===== config.mk =====
export PLATFORM = sky130hd
export DESIGN_NAME = pdf_content_text_extractor
export DESIGN_NICKNAME = d
export VERILOG_FILES = /design/src/rtl/pdfte_pkg.sv /design/src/rtl/pdf_content_text_extractor.sv
export SDC_FILE = /design/constraint.sdc
export NUM_CORES = 1
export LEC_CHECK = 0
export BUFFER_PORTS_ARGS = -buffer_cell sky130_fd_sc_hd__clkbuf_2
export CORE_AREA = 2 2 74 90
export CTS_BUF_LIST = sky130_fd_sc_hd__clkbuf_8 sky130_fd_sc_hd__clkbuf_16
export CTS_CLUSTER_SIZE = 40
export DETAILED_ROUTE_END_ITERATION = 8
export DIE_AREA = 0 0 76 92
export PLACE_DENSITY_LB_ADDON = 0.2
export RECOVER_POWER = 100
export SETUP_SLACK_MARGIN = 0.4
export SYNTH_ARGS = -nofsm -noshare
export SYNTH_HDL_FRONTEND = slang
export SYNTH_SLANG_ARGS = --single-unit

===== constraint.sdc =====
create_clock -name clk -period 2.2 [get_ports clk]
set_input_delay 0.11 -clock clk [delete_from_list [all_inputs] [get_ports clk]]
set_output_delay 0.11 -clock clk [all_outputs]
set_load 0.005 [all_outputs]

===== src/rtl/pdfte_pkg.sv =====
// Package with byte codes and helpers for the PDF content text extractor.
`timescale 1ns / 1ps

package pdfte_pkg;

  localparam int unsigned ByteW = 8;
  localparam int unsigned CharW = 7;
  localparam int unsigned HistDepth = 4;

  localparam logic [ByteW-1:0] ChB      = 8'h42;  // 'B'
  localparam logic [ByteW-1:0] ChE      = 8'h45;  // 'E'
  localparam logic [ByteW-1:0] ChT      = 8'h54;  // 'T'
  localparam logic [ByteW-1:0] ChSlash  = 8'h2F;  // '/'
  localparam logic [ByteW-1:0] ChF      = 8'h46;  // 'F'
  localparam logic [ByteW-1:0] ChLo     = 8'h6F;  // 'o'
  localparam logic [ByteW-1:0] ChM      = 8'h4D;  // 'M'
  localparam logic [ByteW-1:0] ChC      = 8'h43;  // 'C'
  localparam logic [ByteW-1:0] ChLParen = 8'h28;  // '('
  localparam logic [ByteW-1:0] ChRParen = 8'h29;  // ')'
  localparam logic [ByteW-1:0] ChBslash = 8'h5C;  // backslash
  localparam logic [ByteW-1:0] ChFirst  = 8'h21;  // '!'
  localparam logic [ByteW-1:0] ChLast   = 8'h7E;  // '~'
  localparam logic [ByteW-1:0] ChSpace  = 8'h20;
  localparam logic [ByteW-1:0] ChCr     = 8'h0D;
  localparam logic [ByteW-1:0] ChLf     = 8'h0A;

  typedef logic [ByteW-1:0] byte_t;

  // Whitespace that may frame a two-letter operator.
  function automatic logic is_frame(input byte_t b);
    return (b == ChSpace) || (b == ChCr) || (b == ChLf);
  endfunction

endpackage


===== src/rtl/pdf_content_text_extractor.sv =====
// Top level of the PDF content text extractor: token tracking and character output.
`timescale 1ns / 1ps

//  channel  | valid      | stall      | payload
//  ---------+------------+------------+----------------------------
//  in       | byte_valid | byte_stall | stream_byte, end_of_stream
//  out      | char_valid | char_stall | text_char
//
//  One byte per cycle is taken while byte_stall is low; a byte waits in the
//  input register, and the flag and history update and its character both
//  land at the edge on which it leaves, the character in the result register.
//  Reset clears all flags, the history and both pipeline valids.
//  A stall on the output holds the result register; the input stage then
//  stalls only when it holds a byte that would emit a character.

module pdf_content_text_extractor (
  input  logic                        clk,
  input  logic                        rst,
  input  logic                        byte_valid,
  output logic                        byte_stall,
  input  pdfte_pkg::byte_t            stream_byte,
  input  logic                        end_of_stream,
  output logic                        char_valid,
  input  logic                        char_stall,
  output logic [pdfte_pkg::CharW-1:0] text_char
);
  import pdfte_pkg::*;

  // Input register.
  logic  s1_valid;
  byte_t s1_byte;
  logic  s1_eos;

  // Parser state.
  logic  in_text_object, in_text_object_next;
  logic  in_string, in_string_next;
  logic  escape_pending, escape_pending_next;
  logic  footer_active, footer_active_next;
  byte_t hist [HistDepth];

  logic emit;
  logic out_free;
  logic s1_advance;
  logic saw_et, saw_bt, saw_fo, saw_emc;

  assign saw_et = (hist[1] == ChE) && (hist[2] == ChT) && is_frame(hist[0])
                  && is_frame(hist[3]);
  assign saw_bt = (hist[1] == ChB) && (hist[2] == ChT) && is_frame(hist[0])
                  && is_frame(hist[3]);
  assign saw_fo = ((hist[0] == ChSlash) && (hist[1] == ChF) && (hist[2] == ChLo))
               || ((hist[1] == ChSlash) && (hist[2] == ChF) && (hist[3] == ChLo));
  assign saw_emc = ((hist[0] == ChE) && (hist[1] == ChM) && (hist[2] == ChC))
                || ((hist[1] == ChE) && (hist[2] == ChM) && (hist[3] == ChC));

  always_comb begin
    in_text_object_next = in_text_object;
    in_string_next      = in_string;
    escape_pending_next = escape_pending;
    footer_active_next  = footer_active;
    emit                = 1'b0;
    if (in_text_object) begin
      if (!in_string && saw_et) begin
        in_text_object_next = 1'b0;
      end else if (s1_byte == ChLParen && !(in_string && escape_pending)) begin
        in_string_next = 1'b1;
      end else if (s1_byte == ChRParen && in_string && !escape_pending) begin
        in_string_next = 1'b0;
      end else if (in_string) begin
        if (s1_byte == ChBslash && !escape_pending) begin
          escape_pending_next = 1'b1;
        end else begin
          escape_pending_next = 1'b0;
          emit = (s1_byte >= ChFirst) && (s1_byte <= ChLast);
        end
      end
    end else if (!footer_active) begin
      if (saw_bt) begin
        in_text_object_next = 1'b1;
      end else if (saw_fo) begin
        footer_active_next = 1'b1;
      end
    end else if (saw_emc) begin
      footer_active_next = 1'b0;
    end
  end

  assign out_free   = !char_valid || !char_stall;
  assign s1_advance = s1_valid && (out_free || !emit);
  assign byte_stall = s1_valid && !s1_advance;

  always_ff @(posedge clk) begin
    if (rst) begin
      s1_valid <= 1'b0;
    end else if (!byte_stall) begin
      s1_valid <= byte_valid;
    end
    if (byte_valid && !byte_stall) begin
      s1_byte <= stream_byte;
      s1_eos  <= end_of_stream;
    end
  end

  always_ff @(posedge clk) begin
    if (rst || (s1_advance && s1_eos)) begin
      in_text_object <= 1'b0;
      in_string      <= 1'b0;
      escape_pending <= 1'b0;
      footer_active  <= 1'b0;
      for (int i = 0; i < HistDepth; i++) begin
        hist[i] <= '0;
      end
    end else if (s1_advance) begin
      in_text_object <= in_text_object_next;
      in_string      <= in_string_next;
      escape_pending <= escape_pending_next;
      footer_active  <= footer_active_next;
      for (int i = 0; i < HistDepth - 1; i++) begin
        hist[i] <= hist[i+1];
      end
      hist[HistDepth-1] <= s1_byte;
    end
  end

  // Result register; it loads whenever it is empty or its result is being taken.
  always_ff @(posedge clk) begin
    if (rst) begin
      char_valid <= 1'b0;
    end else if (out_free) begin
      char_valid <= s1_advance && emit;
    end
    if (out_free && s1_advance && emit) begin
      text_char <= s1_byte[CharW-1:0];
    end
  end

`ifndef SYNTHESIS
  a_string_in_text: assert property (@(posedge clk) disable iff (rst)
    in_string |-> in_text_object)
    else $error("string flag set outside a text object");

  a_escape_in_string: assert property (@(posedge clk) disable iff (rst)
    escape_pending |-> in_string)
    else $error("escape pending outside a string");

  a_text_footer_excl: assert property (@(posedge clk) disable iff (rst)
    !(in_text_object && footer_active))
    else $error("text object and footer both active");

  a_char_printable: assert property (@(posedge clk) disable iff (rst)
    char_valid |-> (text_char >= ChFirst[CharW-1:0]) && (text_char <= ChLast[CharW-1:0]))
    else $error("non-printable character presented");

  a_eos_clears: assert property (@(posedge clk) disable iff (rst)
    (s1_advance && s1_eos) |=> !in_text_object && !footer_active && !in_string
      && (hist[0] == 8'h00) && (hist[1] == 8'h00) && (hist[2] == 8'h00)
      && (hist[3] == 8'h00))
    else $error("state not cleared after end of stream");
`endif

endmodule

==> reports/results.ini, run 1 <==
[final_layout]
syn2layout_area_growth_pct = 28.12
drive_gt1_share_pct = 28.23
nets = 260
n_antenna_cell = 0

[power]
p_leak_nw = 1.091
p_int_mw = 1.474
ir_drop_mv = 0.2863
p_per_area_nw_per_um2 = 622.5
p_total_mw = 1.909
switching_share_pct = 22.78
power_frac_seq_pct = 63.7
pwr-share-clk_pct = 28.1
p_sw_mw = 0.4348
combPwrFrac_pct = 8.2

[yosys]
yosysTopAreaCell = edfxtp_1
avgSynthCellArea_um2 = 12.94
ys.flop_type = edfxtp_1
synth_top_family_by_area = simple AND/OR/NAND/NOR gates
synth_fp_nets = 198
synth_area_leaders = edfxtp_1, and2_1, dfxtp_1
synthMuxAreaShare_pct = 0
synth_seq_cells = 54
syn_inst = 185
synth_area_um2 = 2394
synth-adder-area-share_pct = 0
synthDistinctLibCells = 45
synth_edf_count = 48
synth-compound-area-share_pct = 6.325
ys_warn_count = 0
yosys.area_share.simple_pct = 27.44
synth_xor_area_share_pct = 0
yosysSeqAreaShare_pct = 65.24
async_flop_share_pct = 0
synth_top_area_share_pct = 60.22

[timing]
skew_ps = 5.333
rsz0062_at_grt = true
hold_viol_final = 0
worst_slew_margin_rel_pct = 50.64
worstMarginPinSlew_ps = 740.4
fmax_mhz = 488.0
fin_setup_tns_ps = 0
drv_slew = 0
fin_crit_sh_pct = 93.15
setup_viol = 0
period_minus_slack_ps = 2049

[route]
avgViaCountPerCell = 5.135
wl_um = 5075
dr_total_vias = 1710
drc = 0
ant_nets = 0
drtIter0Drc = 134
wl_per_cell_um = 15.24
first_pass_iters = 4

[cts]
cts_buffers = 5
clockBufferDepth = 2
cts_sinks = 54
cts_max_level = 2
clkTransAtPathRegs_ps = 90
cts_tree = yes
cts_root_buf = clkbuf_8
clk_latency_ps = 300

[global_route]
grt_pass1_wl_um = 8411
grt_pass1_vias = 1694
grt_use_total_pct = 15.48
antenna_found_initial = 0
grt_start_max_net_pins = 33
grt_overflow = 0

[floorplan]
fp.dieArea_um2 = 6992
core_um2 = 6206
initial_core_util_pct = 38.57
die_x_um = 76
ios = 22
rows = 32
dieHeight_um = 92

[worst_hold_path]
hold_depth = 3
hold_path_class = in2reg

[critical_path]
path_class = reg2reg
path_cells = clkbuf_1, nor3_4, a21oi_1, o2111ai_1, a21oi_1
cp_common_cell = a21oi_1
max_stage_delay_ps = 630
worst_ep_arrival_time_ps = 1990
critPathLaunchType = flip-flop
cp_slowest_cell = a21oi_1
required_ps = 2140
cp-end-kind = flip-flop
cp_max_fo = 7
reg2reg_depth = 5

[placed_design]
io_buffer_count = 21
dp_hpwl_um = 3234
routabilityCongestion = 0.8479

[run_status]
status = completed

[run]
maxCapViolCount = 0

-- state kept, by name (all words and copies together) (netlist names) --
signal	flops
footer_active	1
escape_pending	1
s1_valid	1
text_char	7
hist	32
in_string	1
s1_byte	8
char_valid	1
in_text_object	1
s1_eos	1
-- power by group through the flow --
stage	sequential, mW	clock [mW]	combinational [mW]
floorplan	1.22	0	0.0610
global placement	1.24	0	0.0934
detailed placement	1.24	0	0.0931
CTS	1.22	0.550	0.161
global route	1.22	0.585	0.171
finish	1.22	0.537	0.157
-- worst max-delay path: cells and delay by family (launching register included) --
family | cells | cell delay (ps)
AO/OA/AOI/OAI | 3 | 1020
buffers and inverters | 1 | 180
flip-flops | 1 | 440
AND/OR/NAND/NOR | 1 | 50
-- layer usage --
| layer | wire [um] | GRT usage (%) | vias up |
|---|---|---|---|
| met3 | 214 | 3.051 | 7 |
| met2 | 2688 | 27.98 | 44 |
| li1 | - | - | 835 |
| met5 | 0 | 0 | - |
| met4 | 64 | 5.000 | 0 |
| met1 | 2107 | 18.55 | 824 |
-- synthesized netlist by cell type (2+ instances only) --
cell	instances
nor3b_1	2
or4_1	2
nand4_1	5
edfxtp_1	48
or2b_2	2
a21oi_1	9
dfxtp_1	6
nand2_1	9
nand3_1	4
and2_1	31
nand2b_1	2
nor3_1	7
o21ai_0	4
or3b_1	2
nor4_1	5
nor2_1	12
nand4b_1	5
clkbuf_1	3
-- timing repair --
item | CTS | global route
hold buffers | 9 | 0
pin swaps | 10 | 4
resized for setup | 22 | 0
gates cloned | 2 | 1
buffers inserted | 19 | 0
endpoints found under the hold margin | 9 | 0
endpoints found under the setup margin | 85 | 85
-- cell usage in the layout (no fill, tap or decap), types with 2 or more instances in the layout --
cell / synthesis / routed
clkbuf_1: 3 / 5
nor3_1: 7 / 6
clkbuf_2: 0 / 19
clkinv_4: 0 / 2
or2b_2: 2 / 2
nand4_1: 5 / 5
nand2_1: 9 / 9
and2_1: 31 / 22
or3b_1: 2 / 2
or4_1: 2 / 2
a21oi_1: 9 / 8
edfxtp_1: 48 / 48
nand2b_2: 0 / 2
buf_6: 0 / 6
dfxtp_1: 6 / 6
and2_0: 0 / 9
nor4_1: 5 / 3
clkbuf_8: 0 / 5
nor4_2: 0 / 2
buf_4: 0 / 14
clkbuf_4: 0 / 3
nand4b_1: 5 / 5
nand3_1: 4 / 3
nor2_1: 12 / 11
o21ai_0: 4 / 3
nor3b_1: 2 / 2
dlygate4sd3_1: 0 / 9
o21ai_1: 1 / 2
-- cell families after synthesis --
family	count (synthesis)
AOI/OAI and AO/OA	23
buffers and inverters	5
DFF	54
and+or+nand+nor	103
-- final cells by class --
cell class	count	area, um^2
multi-input combinational	129	905.9
clock buffer	5	68.82
fill	561	3139
clock inverter	3	21.27
inverter	1	3.754
timing repair buffer	56	399.1
sequential	54	1562
tap	85	106.4
-- per-stage QoR --
| stage | cells | worst slack, ps | hold slack, ps | util, % | cell area (um^2) |
|---|---|---|---|---|---|
| 6_report | 333 | 150.7 | 70.15 | 49.42 | 3067 |
| 5_1_grt | 333 | 61.88 | 118.6 | 49.42 | 3067 |
| 4_1_cts | 332 | 232.5 | 30.26 | 49.92 | 3098 |
| 3_5_place_dp | 294 | 135.8 | 288.6 | 42.80 | 2656 |
| 3_3_place_gp | 294 | 158.4 | 287.4 | 42.80 | 2656 |
| 2_1_floorplan | 185 | 355.1 | 208.9 | - | 2414 |
-- final timing paths --
path | end | startpoint | slack (ps)
setup / recovery | text_char[4]$_DFFE_PP_ | s1_byte[5]$_DFFE_PP_ | 150
hold / removal | s1_valid$_SDFFE_PP0N_ | byte_valid | 70
setup reg to reg | text_char[4]$_DFFE_PP_ | s1_byte[5]$_DFFE_PP_ | 150
hold reg to reg | footer_active$_SDFFE_PP0P_ | footer_active$_SDFFE_PP0P_ | 530
Power figures use the tool's default switching activity.
==> inputs of run 2 (changes only) <==
--- a/config.mk
+++ b/config.mk
@@ -5,7 +5,7 @@
 export SDC_FILE = /design/constraint.sdc
 export NUM_CORES = 1
 export LEC_CHECK = 0
-export BUFFER_PORTS_ARGS = -buffer_cell sky130_fd_sc_hd__clkbuf_2
+export BUFFER_PORTS_ARGS = -buffer_cell sky130_fd_sc_hd__buf_2
 export CORE_AREA = 2 2 74 90
 export CTS_BUF_LIST = sky130_fd_sc_hd__clkbuf_8 sky130_fd_sc_hd__clkbuf_16
 export CTS_CLUSTER_SIZE = 40
==> constraint.sdc (replaced) <==
create_clock -name clk -period 2.6 [get_ports clk]
set_input_delay 0.13 -clock clk [delete_from_list [all_inputs] [get_ports clk]]
set_output_delay 0.13 -clock clk [all_outputs]
set_load 0.005 [all_outputs]
==> run 2 against run 1 <==
Compared with the run above:
- global-route usage fell by 1.1 points
- critical endpoint is now hist[2][3]$_SDFFCE_PN0P_
- power fell by 11%
- via count fell by 8.2%
==> reports/results.ini, run 2 (same netlist as run 1, synthesis figures left out) <==
[critical_path]
max_stage_delay_ps = 470  ; was 630 ps
required_ps = 2770  ; was 2140 ps
cp_max_fo = 32  ; was 7
path_cells = nor4_1, o21ai_1, o211ai_1, o21ai_4, nor3_2, buf_6, and2_0  ; was clkbuf_1, nor3_4, a21oi_1, o2111ai_1, a21oi_1
r2r-start = s1_byte[6]$_DFFE_PP_  ; was s1_byte[5]$_DFFE_PP_
path_class = reg2reg  ; unchanged
cp-startpoint = s1_byte[6]$_DFFE_PP_  ; was s1_byte[5]$_DFFE_PP_
cp_slowest_cell = edfxtp_1  ; was a21oi_1
cp-end-kind = flip-flop  ; unchanged
worst_ep_arrival_time_ps = 2270  ; was 1990 ps
critPathLaunchType = flip-flop  ; unchanged

[final_layout]
largest_register_ffs = 32  ; unchanged
syn2layout_area_growth_pct = 18.66  ; was 28.12%
reg.largest.list = hist (32), s1_byte (8), text_char (7)  ; unchanged
n_antenna_cell = 0  ; unchanged
drive_gt1_share_pct = 17.49  ; was 28.23%
layout_commonest_cell = edfxtp_1  ; unchanged
nets = 235  ; was 260
final_cell_mix = edfxtp_1, and2_1, buf_2  ; was edfxtp_1, and2_1, clkbuf_2
largest-register = hist  ; unchanged

[timing]
fmax_mhz = 476.5  ; was 488.0 MHz
setup_viol = 0  ; unchanged
hold_viol_final = 0  ; unchanged
drv_slew = 0  ; unchanged
fin_setup_tns_ps = 0  ; unchanged
worst_slew_margin_rel_pct = 72.47  ; was 50.64%
rsz0062_at_grt = false  ; was true
period_minus_slack_ps = 2099  ; was 2049 ps
worstMarginPinSlew_ps = 407.6  ; was 740.4 ps
fin_crit_sh_pct = 80.72  ; was 93.15%
skew_ps = 8.264  ; was 5.333 ps

[global_route]
grt_pass1_vias = 1621  ; was 1,694
grt_start_max_net_pins = 33  ; unchanged
grt_overflow = 0  ; unchanged
grt_pass1_wl_um = 7893  ; was 8411 um
antenna_found_initial = 0  ; unchanged
grt_use_total_pct = 14.34  ; was 15.48%

[route]
avgViaCountPerCell = 5.094  ; was 5.135
wl_um = 4626  ; was 5075 um
drtIter0Drc = 127  ; was 134
first_pass_iters = 4  ; unchanged
drc = 0  ; unchanged
ant_nets = 0  ; unchanged
wl_per_cell_um = 15.02  ; was 15.24 um
dr_total_vias = 1569  ; was 1,710

[floorplan]
die_x_um = 76  ; unchanged
rows = 32  ; unchanged
fp.dieArea_um2 = 6992  ; unchanged
initial_core_util_pct = 38.57  ; unchanged
ios = 22  ; unchanged
core_um2 = 6206  ; unchanged
dieHeight_um = 92  ; unchanged

[cts]
cts_buffers = 5  ; unchanged
clkTransAtPathRegs_ps = 100  ; was 90 ps
cts_max_level = 2  ; unchanged
post-cts-setup-buffer-count = 0  ; was 19
cts_tree = yes  ; unchanged
clk_latency_ps = 310  ; was 300 ps
clockBufferDepth = 2  ; unchanged
cts_root_buf = clkbuf_8  ; unchanged
cts_sinks = 54  ; unchanged

[power]
p_sw_mw = 0.3738  ; was 0.4348 mW
p_leak_nw = 0.9529  ; was 1.091 nW
power_frac_seq_pct = 60.9  ; was 63.7%
p_int_mw = 1.324  ; was 1.474 mW
ir_drop_mv = 0.4690  ; was 0.2863 mV
switching_share_pct = 22.02  ; was 22.78%
pwr-share-clk_pct = 34.2  ; was 28.1%
combPwrFrac_pct = 4.9  ; was 8.2%
p_per_area_nw_per_um2 = 597.6  ; was 622.5 nW/um^2
p_total_mw = 1.697  ; was 1.909 mW

[placed_design]
io_buffer_count = 21  ; unchanged
routabilityCongestion = 0.8714  ; was 0.8479
dp_hpwl_um = 3245  ; was 3234 um

[worst_hold_path]
hold_path_class = in2reg  ; unchanged
worstHoldStart = byte_valid  ; unchanged

[run]
maxCapViolCount = 0  ; unchanged

[run_status]
status = completed  ; unchanged

==> run 2: cell types whose count changed in the layout (fill, tap and decap cells not counted), moves of 2 or more <==
cell,change
clkbuf_2,-17
and2_1,-4
buf_4,-14
clkinv_4,-2
buf_6,-5
and2_0,+4
buf_2,+15
inv_6,+2
nor4_1,+2
clkbuf_4,-3
nor4_2,-2
==> run 2: final timing paths <==
kind / to / slack (ps) / cells past startpoint
worst max-delay path: hist[2][3]$_SDFFCE_PN0P_ / 500 / 7
worst min-delay path: s1_valid$_SDFFE_PP0N_ / 40 / 3
worst max register to register: hist[2][3]$_SDFFCE_PN0P_ / 500 / 7
worst min register to register: text_char[2]$_DFFE_PP_ / 530 / 0
==> run 2: per-layer routing <==
layer	part of all wire (%)	vias to the layer above	track usage [%]
li1	-	783	-
met1	43	746	16.53
met2	51	33	25.89
met3	3.9	7	3.642
met4	1.6	0	5.000
met5	0	-	0
==> run 2: power groups by stage <==
stage                     Combinational (mW)  Clock, mW  Sequential, mW
after floorplan                       0.0487          0            1.03
after global placement                0.0736          0            1.05
after detailed placement              0.0738          0            1.05
after CTS                             0.0842      0.596            1.03
after global routing                  0.0939      0.631            1.04
final                                 0.0836      0.581            1.03
==> run 2: repair_timing <==
item | 4_1_cts | 5_1_grt
hold buffers | 9 | 0
endpoints found under the hold margin | 9 | 0
endpoints found under the setup margin | 0 | 42
gates resized for setup | 0 | 4
==> run 2: stage by stage <==
stage | cell area [um^2] | setup WS, ps | hold WS (ps) | std cells | utilization (%)
2_1_floorplan | 2396 | 620.1 | 228.9 | 185 | -
3_3_place_gp | 2630 | 516.5 | 306.2 | 291 | 42.38
3_5_place_dp | 2630 | 479.9 | 308.1 | 291 | 42.38
4_1_cts | 2836 | 451.1 | 31.88 | 308 | 45.71
5_1_grt | 2840 | 230.6 | 58.98 | 308 | 45.77
6_report | 2840 | 501.2 | 42.16 | 308 | 45.77
==> run 2: area by class of cell <==
class	count	area (um^2)
Tap cell	85	106.4
Clock buffer	5	68.82
Multi-Input combinational cell	126	823.3
Timing Repair Buffer	34	229.0
Clock inverter	3	47.55
Inverter	1	3.754
Sequential cell	54	1562
Fill cell	571	3366
==> run 2: critical path, delay by kind of cell (launching register included) <==
kind            cells  cell delay (ps)
buf+inv             1              230
compound gates      3              500
flops               1              470
simple gates        3              760
==> inputs of run 3 (changes only) <==
==> constraint.sdc (replaced) <==
create_clock -name clk -period 1.9 [get_ports clk]
set_input_delay 0.095 -clock clk [delete_from_list [all_inputs] [get_ports clk]]
set_output_delay 0.095 -clock clk [all_outputs]
set_load 0.005 [all_outputs]
==> run 3 against run 2 <==
Compared with the run above:
- the run now ends with negative setup slack left
- cell count up 8.4%
- sequential cell count unchanged
- via count up 8.2%
- die area unchanged
- first-iteration DRC count down 74%
- highest routed layer unchanged
- critical path type unchanged
- non-clock buffer count up 25
- critical path depth down 1
- largest power group unchanged
==> reports/results.ini, run 3 (same netlist as run 1, synthesis figures left out) <==
[run_status]
status = finished with violations  ; was completed
violations = negative setup slack

[floorplan]
initial_core_util_pct = 38.57  ; unchanged
dieHeight_um = 92  ; unchanged
rows = 32  ; unchanged
fp.dieArea_um2 = 6992  ; unchanged
die_x_um = 76  ; unchanged
core_um2 = 6206  ; unchanged
ios = 22  ; unchanged

[cts]
cts_tree = yes  ; unchanged
clk_latency_ps = 300  ; was 310 ps
cts_buffers = 5  ; unchanged
clkTransAtPathRegs_ps = 100  ; about the same
clockBufferDepth = 2  ; unchanged
cts_sinks = 54  ; unchanged
cts_max_level = 2  ; unchanged
cts_root_buf = clkbuf_8  ; unchanged

[final_layout]
nets = 261  ; was 235
fin_util_pct = 50.16  ; was 45.77%
layout.cells.non_filler = 334  ; was 308
reg.largest.list = hist (32), s1_byte (8), text_char (7)  ; unchanged
fillers = 555  ; was 571
largest-register = hist  ; unchanged
final_cell_mix = edfxtp_1, buf_4, and2_1, and2_4, buf_2  ; was edfxtp_1, and2_1, buf_2
drive_gt1_share_pct = 32.93  ; was 17.49%
syn2layout_area_growth_pct = 30.06  ; was 18.66%
largest_register_ffs = 32  ; unchanged
n_antenna_cell = 0  ; unchanged
layout_commonest_cell = edfxtp_1  ; unchanged

[route]
wl_per_cell_um = 15.62  ; was 15.02 um
ant_nets = 0  ; unchanged
dr_total_vias = 1698  ; was 1,569
avgViaCountPerCell = 5.084  ; was 5.094
drtIter0Drc = 33  ; was 127
wl_um = 5217  ; was 4626 um
drc = 0  ; unchanged
first_pass_iters = 4  ; unchanged

[power]
p_per_area_nw_per_um2 = 723.1  ; was 597.6 nW/um^2
p_sw_mw = 0.5319  ; was 0.3738 mW
power_frac_seq_pct = 62.4  ; was 60.9%
ir_drop_mv = 0.4433  ; was 0.4690 mV
p_int_mw = 1.719  ; was 1.324 mW
combPwrFrac_pct = 8.5  ; was 4.9%
p_leak_nw = 1.121  ; was 0.9529 nW
switching_share_pct = 23.63  ; was 22.02%
pwr-share-clk_pct = 29.1  ; was 34.2%

[critical_path]
worst_ep_arrival_time_ps = 2240  ; was 2270 ps
r2r-start = hist[3][2]$_SDFFCE_PN0P_  ; was s1_byte[6]$_DFFE_PP_
rrSetupSlack_ps = -100  ; was 500 ps
cp-end-kind = flip-flop  ; unchanged
path_class = reg2reg  ; unchanged
r2r-end = in_text_object$_SDFFE_PP0N_  ; was hist[2][3]$_SDFFCE_PN0P_
cp_max_fo = 2  ; was 32
required_ps = 2140  ; was 2770 ps
critPathLaunchType = flip-flop  ; unchanged
reg2reg_depth = 6  ; was 7

[placed_design]
dp.cells = 311  ; was 291
routabilityCongestion = 0.8688  ; was 0.8714
io_buffer_count = 21  ; unchanged
dp_hpwl_um = 3680  ; was 3245 um

[timing]
fmax_mhz = 498.9  ; was 476.5 MHz
rsz0062_at_grt = true  ; was false
fin_crit_sh_pct = 105.5  ; was 80.72%
worstMarginPinSlew_ps = 344.6  ; was 407.6 ps
setup_viol = 54  ; was 0
hold_viol_final = 0  ; unchanged
drv_slew = 0  ; unchanged
fin_ws_ps = -104.3  ; was 501.2 ps
skew_ps = 5.333  ; was 8.264 ps
period_minus_slack_ps = 2004  ; was 2099 ps
worst_slew_margin_rel_pct = 76.73  ; was 72.47%

[global_route]
antenna_found_initial = 0  ; unchanged
grt_use_total_pct = 15.72  ; was 14.34%
grt_start_max_net_pins = 20  ; was 33
grt_pass1_vias = 1814  ; was 1,621
grt_pass1_wl_um = 8673  ; was 7893 um
grt_overflow = 0  ; unchanged

[worst_hold_path]
worstHoldStart = byte_valid  ; unchanged
hold_path_class = in2reg  ; unchanged
min_to = s1_valid$_SDFFE_PP0N_  ; unchanged
hold_depth = 3  ; unchanged

[run]
maxCapViolCount = 0  ; unchanged

run 3: power groups by stage:
stage	Combinational [mW]	Sequential [mW]	Clock, mW
CTS	0.194	1.40	0.675
global placement	0.156	1.43	0
global route	0.207	1.41	0.713
floorplan	0.0737	1.42	0
detailed placement	0.157	1.43	0
finish	0.191	1.41	0.655
run 3: routing by layer:
metal	up-vias	global-route usage (%)	part of all wire, %
met2	38	31.70	56
met5	-	0	0
li1	841	-	-
met4	0	5.758	2.3
met1	809	15.98	39
met3	10	2.657	2.7
run 3: critical path: stages, from the launching register on:
cell and delay (ps):
edfxtp_1 400, or4b_4 550, a21oi_2 150, o22a_2 160, nand4_1 80, or4_1 470, a21oi_1 140
run 3: repair_timing:
action                     4_1_cts  5_1_grt
pin swaps                       15        3
cloned                           1        0
setup endpoints to repair       85       87
gates resized for setup         22        3
hold endpoints to repair         9        0
setup buffers                    5        0
hold buffers                     9        0
run 3: area by class of cell:
cell class / count / area (um^2) / share of cell area (%)
Clock buffer: 5 / 68.82 / 2.211
Clock inverter: 3 / 22.52 / 0.7235
Inverter: 1 / 3.754 / 0.1206
Multi-Input combinational cell: 127 / 930.9 / 29.90
Sequential cell: 54 / 1562 / 50.16
Tap cell: 85 / 106.4 / 3.416
Timing Repair Buffer: 59 / 419.2 / 13.46
run 3: how the worst max path moves through the flow:
stage          depth (start not counted)                           to                startpoint
2_1_floorplan                          6  in_text_object$_SDFFE_PP0N_  hist[3][0]$_SDFFCE_PN0P_
3_5_place_dp                           6  in_text_object$_SDFFE_PP0N_  hist[3][0]$_SDFFCE_PN0P_
3_3_place_gp                           6  in_text_object$_SDFFE_PP0N_  hist[3][3]$_SDFFCE_PN0P_
4_1_cts                                6  in_text_object$_SDFFE_PP0N_  hist[3][2]$_SDFFCE_PN0P_
6_report                               6  in_text_object$_SDFFE_PP0N_  hist[3][2]$_SDFFCE_PN0P_
5_1_grt                                7     hist[2][6]$_SDFFCE_PN0P_      s1_byte[5]$_DFFE_PP_
run 3: stage by stage:
stage,setup WS [ps],hold WS [ps],cell area (um^2),total power [mW],TNS (ps)
floorplan,55.06,193.9,2449,1.493,0
global placement,-23.35,271.9,2841,1.587,-23.35
detailed placement,-67.33,273.3,2841,1.589,-67.33
CTS,-32.94,56.13,3137,2.274,-49.54
global route,-174.5,86.41,3113,2.333,-10360
finish,-104.3,61.38,3113,2.251,-2215
